File: src/hdl/murmur_hash_64a_macros.svh
// Assertion macros shared by the hash engine modules.
`ifndef MURMUR_HASH_64A_MACROS_SVH
`define MURMUR_HASH_64A_MACROS_SVH

// Same-cycle implication, checked at every rising edge outside reset.
`define MMH_ASSERT_IMP(label, clk, rst, ante, cons) \
  label: assert property (@(posedge clk) disable iff (rst) (ante) |-> (cons)) \
    else $error("hash engine assertion failed");

// Next-cycle implication, checked at every rising edge outside reset.
`define MMH_ASSERT_NXT(label, clk, rst, ante, cons) \
  label: assert property (@(posedge clk) disable iff (rst) (ante) |=> (cons)) \
    else $error("hash engine assertion failed");

`endif

File: src/hdl/mmh64a_pkg.sv
// Package with constants, types and helper functions of the hash engine.
package mmh64a_pkg;

  localparam logic [63:0] MIX_MUL   = 64'hc6a4a7935bd1e995;
  localparam int          MIX_SHIFT = 47;
  localparam logic [3:0]  FULL_WORD = 4'd8;

  // Request to the shared multiplier: multiply operand by MIX_MUL.
  typedef struct packed {
    logic        start;
    logic [63:0] operand;
  } mmh64a_mul_ctl_t;

  // Status of the shared multiplier; product is valid while done is high.
  typedef struct packed {
    logic        busy;
    logic        done;
    logic [63:0] product;
  } mmh64a_mul_sts_t;

  function automatic logic [63:0] shift_xor(input logic [63:0] x);
    return x ^ (x >> MIX_SHIFT);
  endfunction

  // Keeps the low nb bytes of the word; nb is already clamped to eight.
  function automatic logic [63:0] mask_low_bytes(input logic [63:0] word,
                                                 input logic [3:0]  nb);
    logic [63:0] m;
    m = '0;
    for (int i = 0; i < 8; i++) begin
      if (4'(i) < nb) begin
        m[i*8 +: 8] = 8'hff;
      end
    end
    return word & m;
  endfunction

endpackage

File: src/hdl/mmh64a_mul.sv
// Shared 64-bit multiplier by the mix constant, one 32x32 partial product per cycle.
`include "murmur_hash_64a_macros.svh"

module mmh64a_mul (
  input  logic                        clk,
  input  logic                        rst,
  input  mmh64a_pkg::mmh64a_mul_ctl_t ctl,
  output mmh64a_pkg::mmh64a_mul_sts_t sts
);

  localparam logic [31:0] M_LO = mmh64a_pkg::MIX_MUL[31:0];
  localparam logic [31:0] M_HI = mmh64a_pkg::MIX_MUL[63:32];

  logic [63:0] a;
  logic [1:0]  step;
  logic        busy;
  logic        done;
  logic [63:0] prod;
  logic [63:0] acc;
  logic [31:0] mul_a;
  logic [31:0] mul_b;
  logic [63:0] mul_out;

  // The low 64 bits of a*M need aL*ML plus the two cross terms shifted by 32.
  always_comb begin
    mul_a = (step == 2'd2) ? a[63:32] : a[31:0];
    mul_b = (step == 2'd1) ? M_HI : M_LO;
  end

  assign mul_out = 64'(mul_a) * 64'(mul_b);

  always_ff @(posedge clk) begin
    if (rst) begin
      busy <= 1'b0;
      done <= 1'b0;
      step <= 2'd0;
    end else begin
      done <= busy && (step == 2'd3);
      if (ctl.start && !busy) begin
        a    <= ctl.operand;
        busy <= 1'b1;
        step <= 2'd0;
      end else if (busy) begin
        step <= step + 2'd1;
        unique case (step)
          2'd0: begin
            prod <= mul_out;
          end
          2'd1: begin
            acc  <= prod;
            prod <= mul_out;
          end
          2'd2: begin
            acc  <= acc + {prod[31:0], 32'h0};
            prod <= mul_out;
          end
          2'd3: begin
            acc  <= acc + {prod[31:0], 32'h0};
            busy <= 1'b0;
          end
          default: begin
            busy <= 1'b0;
          end
        endcase
      end
    end
  end

  assign sts.busy    = busy;
  assign sts.done    = done;
  assign sts.product = acc;

  `MMH_ASSERT_IMP(a_start_idle, clk, rst, ctl.start, !busy)
  `MMH_ASSERT_IMP(a_done_idle, clk, rst, done, !busy)
  `MMH_ASSERT_NXT(a_start_busy, clk, rst, ctl.start, busy)

endmodule

File: src/hdl/murmur_hash_64a.sv
// Streaming MurmurHash2 64A engine: sequencer around one shared multiplier.
// Each 64-bit multiply runs as 32x32 partial products on the shared multiplier.
// An item multiplies once for the starting value on a key's first word, three times
// for a full word, once for a partial word; a last word adds one multiply to finalize.
// Input ready is low while an item is at work; a result waits in the output register.
// Reset (synchronous) clears the seed to 0, drops any open key and empties the output.
`include "murmur_hash_64a_macros.svh"

module murmur_hash_64a (
  input  logic        clk,
  input  logic        rst,
  input  logic        seed_we,
  input  logic [31:0] seed_data,
  input  logic        in_valid,
  output logic        in_ready,
  input  logic [63:0] key_word,
  input  logic [3:0]  valid_bytes,
  input  logic [30:0] total_length,
  input  logic        last_word,
  output logic        out_valid,
  input  logic        out_ready,
  output logic [63:0] hash_value
);

  typedef enum logic [2:0] {
    ST_IDLE,
    ST_LEN,
    ST_MIX,
    ST_K1,
    ST_K2,
    ST_H,
    ST_F,
    ST_OUT
  } state_t;

  state_t                      state;
  logic [31:0]                 seed;
  logic [63:0]                 word;
  logic [3:0]                  nbytes;
  logic                        last_flag;
  logic [63:0]                 h;
  logic                        in_key;
  mmh64a_pkg::mmh64a_mul_ctl_t mul_ctl;
  mmh64a_pkg::mmh64a_mul_sts_t mul_sts;
  logic [63:0]                 h_xk;

  mmh64a_mul u_mul (
    .clk (clk),
    .rst (rst),
    .ctl (mul_ctl),
    .sts (mul_sts)
  );

  assign in_ready = (state == ST_IDLE);
  assign h_xk     = h ^ mul_sts.product;

  always_ff @(posedge clk) begin
    if (rst) begin
      state         <= ST_IDLE;
      seed          <= '0;
      in_key        <= 1'b0;
      out_valid     <= 1'b0;
      mul_ctl.start <= 1'b0;
    end else begin
      if (seed_we) begin
        seed <= seed_data;
      end
      if (out_valid && out_ready && state != ST_OUT) begin
        out_valid <= 1'b0;
      end
      unique case (state)
        ST_IDLE: begin
          mul_ctl.start <= in_valid && !in_key;
          if (in_valid) begin
            word      <= key_word;
            nbytes    <= (valid_bytes > mmh64a_pkg::FULL_WORD) ?
                         mmh64a_pkg::FULL_WORD : valid_bytes;
            last_flag <= last_word;
            if (!in_key) begin
              mul_ctl.operand <= {33'h0, total_length};
              state           <= ST_LEN;
            end else begin
              state <= ST_MIX;
            end
          end
        end
        ST_LEN: begin
          mul_ctl.start <= 1'b0;
          if (mul_sts.done) begin
            h     <= {32'h0, seed} ^ mul_sts.product;
            state <= ST_MIX;
          end
        end
        ST_MIX: begin
          mul_ctl.start <= (nbytes != 4'd0) || last_flag;
          priority if (nbytes == mmh64a_pkg::FULL_WORD) begin
            mul_ctl.operand <= word;
            state           <= ST_K1;
          end else if (nbytes != 4'd0) begin
            mul_ctl.operand <= h ^ mmh64a_pkg::mask_low_bytes(word, nbytes);
            state           <= ST_H;
          end else if (last_flag) begin
            mul_ctl.operand <= mmh64a_pkg::shift_xor(h);
            state           <= ST_F;
          end else begin
            // An empty word inside a key leaves the hash as it is.
            in_key <= 1'b1;
            state  <= ST_IDLE;
          end
        end
        ST_K1: begin
          mul_ctl.start <= mul_sts.done;
          if (mul_sts.done) begin
            mul_ctl.operand <= mmh64a_pkg::shift_xor(mul_sts.product);
            state           <= ST_K2;
          end
        end
        ST_K2: begin
          mul_ctl.start <= mul_sts.done;
          if (mul_sts.done) begin
            mul_ctl.operand <= h_xk;
            state           <= ST_H;
          end
        end
        ST_H: begin
          mul_ctl.start <= mul_sts.done && last_flag;
          if (mul_sts.done) begin
            h <= mul_sts.product;
            if (last_flag) begin
              mul_ctl.operand <= mmh64a_pkg::shift_xor(mul_sts.product);
              state           <= ST_F;
            end else begin
              in_key <= 1'b1;
              state  <= ST_IDLE;
            end
          end
        end
        ST_F: begin
          mul_ctl.start <= 1'b0;
          if (mul_sts.done) begin
            h      <= mmh64a_pkg::shift_xor(mul_sts.product);
            in_key <= 1'b0;
            state  <= ST_OUT;
          end
        end
        ST_OUT: begin
          mul_ctl.start <= 1'b0;
          // The finished hash moves out once the output register is free.
          if (!out_valid || out_ready) begin
            hash_value <= h;
            out_valid  <= 1'b1;
            state      <= ST_IDLE;
          end
        end
        default: begin
          mul_ctl.start <= 1'b0;
          state         <= ST_IDLE;
        end
      endcase
    end
  end

  `MMH_ASSERT_IMP(a_ready_mul_idle, clk, rst, in_ready, !mul_sts.busy)
  `MMH_ASSERT_IMP(a_done_in_wait, clk, rst, mul_sts.done,
                  state != ST_IDLE && state != ST_MIX && state != ST_OUT)
  `MMH_ASSERT_NXT(a_final_to_out, clk, rst, state == ST_F && mul_sts.done,
                  state == ST_OUT && !in_key)

endmodule
File: config.mk
export PLATFORM = sky130hd
export DESIGN_NAME = murmur_hash_64a
export DESIGN_NICKNAME = d
export VERILOG_FILES = /design/src/hdl/mmh64a_pkg.sv /design/src/hdl/mmh64a_mul.sv /design/src/hdl/murmur_hash_64a.sv
export VERILOG_INCLUDE_DIRS = /design/src /design/src/hdl
export SDC_FILE = /design/constraint.sdc
export NUM_CORES = 2
export LEC_CHECK = 0
export BUFFER_PORTS_ARGS = -buffer_cell sky130_fd_sc_hd__buf_4
export CORE_MARGIN = 2
export CORE_UTILIZATION = 53
export CTS_CLUSTER_SIZE = 16
export DETAILED_ROUTE_END_ITERATION = 16
export GPL_ROUTABILITY_DRIVEN = 0
export PLACE_DENSITY_LB_ADDON = 0.05
export SLEW_MARGIN = 15
export SYNTH_ARGS = -nofsm -noshare
export SYNTH_HDL_FRONTEND = slang
export SYNTH_SLANG_ARGS = --single-unit
File: constraint.sdc
create_clock -name clk -period 14.5 [get_ports clk]
set_clock_uncertainty 0.2 [all_clocks]
set_input_delay 2.9 -clock clk [delete_from_list [all_inputs] [get_ports clk]]
set_output_delay 2.9 -clock clk [all_outputs]
set_load 0.01 [all_outputs]
==> Flow_metrics.wiki <==
{| class="wikitable"
! Metric !! Value
|-
| Fraction of synthesized area in multiplexers || 1.95%
|-
| Worst Setup End Kind || register
|-
| Fraction of layout instances using a drive strength above 1 || 8.23%
|-
| Fin crit period || 11180 ps
|-
| Main flop type after synthesis || edfxtp_1
|-
| Signed area change from the synthesized netlist to the final layout || 9.05%
|-
| Global-route wire length before repair || 207 mm
|-
| Diodes inserted || 0
|-
| Maxcap violations || 0
|-
| Worst path max stage delay || 910 ps
|-
| Worst setup slack after placement || 3700 ps
|-
| Io pins || 203
|-
| Number of pins exceeding their max-slew limit in the final report || 0
|-
| Setup-violating endpoint count in the final report || 0
|-
| Number of placement rows || 108
|-
| Number of design-rule violations left by the first detailed-router iteration || 2915
|-
| TritonCTS clock tree || done
|-
| Initial antenna violation count || 3
|-
| Sequential fraction of the synthesis area || 31.0%
|-
| Count of flip-flops with a built-in enable after synthesis || 453
|-
| Total wire length || 139 mm
|-
| Type of the most critical hold path || register to register
|-
| Final cell utilization of the core || 58.4%
|-
| DIE WIDTH || 300 um
|-
| Total global routing overflow || 0
|-
| RSZ-0062 raised after global routing || false
|-
| Least setup slack across all paths after layout || 3320 ps
|-
| Count of buffers from port buffering || 202
|-
| Clock latency reported for the late side of the worst-skew pair || 570 ps
|-
| Gates resized, CTS repair || 0
|-
| H-tree depth reported by CTS || 2
|-
| Setup bufs post-CTS || 0
|-
| Mean Syn Cell Area || 10.9 um2
|-
| Headroom to the max-slew limit || 23.7%
|-
| Number of buffers between clock root and the deepest sink || 3
|-
| Die span in y || 300 um
|-
| Number of inserted filler cells in the final layout || 7447
|-
| Vias || 31573
|-
| Share of the synthesized netlist area taken by xor and xnor gates || 4.78%
|-
| CP Buf/Inv Count || 8
|-
| Arrival time worst endpoint || 11290 ps
|-
| Post-DRT Antenna Nets || 0
|-
| DRC Markers || 0
|-
| Kind of cell adding the most delay to the critical path || adder cells
|-
| GRT Resource Usage Total || 31.3%
|-
| Fraction of the mapped netlist area in simple logic gates || 7.09%
|-
| CTS Hold Buffers Added || 0
|-
| Number of distinct library cell variants in the gate-level netlist after synthesis || 74
|-
| Least-Margin Pin Slew || 1110 ps
|-
| Master of the slowest instance on the critical path || mux2i_1
|-
| Final-layout setup total negative slack || 0 ps
|-
| Vias in the first global route || 32144
|-
| Root Buffer Master || clkbuf_16
|-
| Die area || 90200 um2
|-
| Per-cell via count in the routed design || 5.65
|-
| Upper clock frequency limit || 89.4 MHz
|-
| FF+latch count, synth || 495
|-
| Number of standard cells after synthesis || 4257
|-
| Maximum number of pins on one net before global-route repair || 67
|-
| Warnings, synthesis || 0
|-
| Layout net count || 5593
|-
| Hold Fails Final Rpt || 0
|-
| Adder-cell area share of the yosys netlist || 38.5%
|-
| DP Cell Count || 5507
|-
| Commonest non-fill, non-tap cell in the layout || inv_1
|-
| Clock slew at the register clock pins of the worst setup and hold paths || 70 ps
|-
| Avg WL per Cell || 24.9 um
|-
| Number of optimization iterations in the first detailed-route pass || 5
|-
| Complex-gate fraction of the synthesized area || 8.82%
|-
| Fraction of the cycle the final worst path needs || 77.1%
|-
| Main combinational cell family by area after synthesis || adder cells
|-
| Most frequent cells in the layout || inv_1 (826), fa_1 (624), edfxtp_1 (453), ha_1 (431), nand2_1 (257)
|-
| Launching element type of the critical path || register
|-
| Detail Placement HPWL || 114 mm
|-
| Number of standard cells in the final layout excluding fillers || 5591
|-
| Req. time, crit path || 14610 ps
|-
| Max FO, Critical Path || 34
|-
| Critical path start-end classification || register to register
|-
| Initial cell density of the core || 53.6%
|-
| Placeable Area || 86900 um2
|-
| Async set-or-reset flop fraction in the synthesized netlist || 0%
|-
| Outcome || finished clean
|-
| TritonCTS sink count || 495
|-
| Post-synth design cell area || 46600 um2
|-
| Total clock buffers created by CTS || 45
|}
## registers in the layout, summed over array words and instances, names as in the netlist, 3 cells and up
signal      count
h              64
hash_value     64
mul_ctl        65
nbytes          4
seed           32
state           3
u_mul.a        64
u_mul.acc      64
u_mul.prod     64
word           64
## synth_stat cells (24+ instances only)
master,n,area (um2)
a21o_1,65,488
a21oi_1,238,1190
and2_1,52,325
clkbuf_1,126,473
dfxtp_1,42,841
edfxtp_1,453,13600
fa_1,624,12500
ha_1,433,5420
inv_1,826,3100
mux2i_1,74,741
nand2_1,257,965
nand4_1,32,200
nor2_1,243,912
nor2b_1,37,231
nor3_1,24,120
o21ai_0,69,345
o21ai_1,58,290
o22ai_1,35,219
xnor2_1,137,1200
xor2_1,117,1020
## layout make-up
cell class / count / area, um2 / share of cell area (%)
repair buffers: 237 / 1780 / 3.50
well taps: 1155 / 1450 / 2.85
flip-flops and latches: 495 / 14400 / 28.5
multi-input cells: 2791 / 28500 / 56.2
clock buffers: 56 / 1210 / 2.38
inverters: 829 / 3110 / 6.13
clock inverters: 28 / 241 / 0.476
## logic make-up (layout without fill, tap and decap cells)
family                   count (synthesis)  after routing
buffers and inverters                  972           1150
XOR/XNOR                               254            254
AND/OR/NAND/NOR                        732            732
multiplexers                            89             89
flip-flops                             495            495
AO/OA/AOI/OAI                          656            656
adder cells (fa/ha/maj)               1057           1057
other                                    2              3
## per-stage QoR
step	cell area, um2	hold WS (ps)
2_1_floorplan	46600	200
3_3_place_gp	49300	201
3_5_place_dp	49300	205
4_1_cts	50800	219
5_1_grt	50800	225
6_report	50800	216
## worst paths after layout
kind / start / to / slack, ps / cells past startpoint
max: u_mul.step[0]$_SDFFE_PN0P_ / u_mul.prod[60]$_DFFE_PP_ / 3320 / 30
min reg2reg: mul_ctl[55]$_DFFE_PP_ / u_mul.a[55]$_DFFE_PP_ / 220 / 0
min: mul_ctl[55]$_DFFE_PP_ / u_mul.a[55]$_DFFE_PP_ / 220 / 0
max reg2reg: u_mul.step[0]$_SDFFE_PN0P_ / u_mul.prod[60]$_DFFE_PP_ / 3320 / 30
## layer usage
layer / wire, um / global-route usage (%) / part of all wire [%]
met2: 65500 / 50.3 / 47
met5: 0 / 0 / 0
met1: 59400 / 44.7 / 43
met4: 4360 / 8.40 / 3.1
met3: 9730 / 4.55 / 7.0
Power is not shown: default switching activity piles up to over one toggle a cycle in this logic, so the estimate is an artifact.
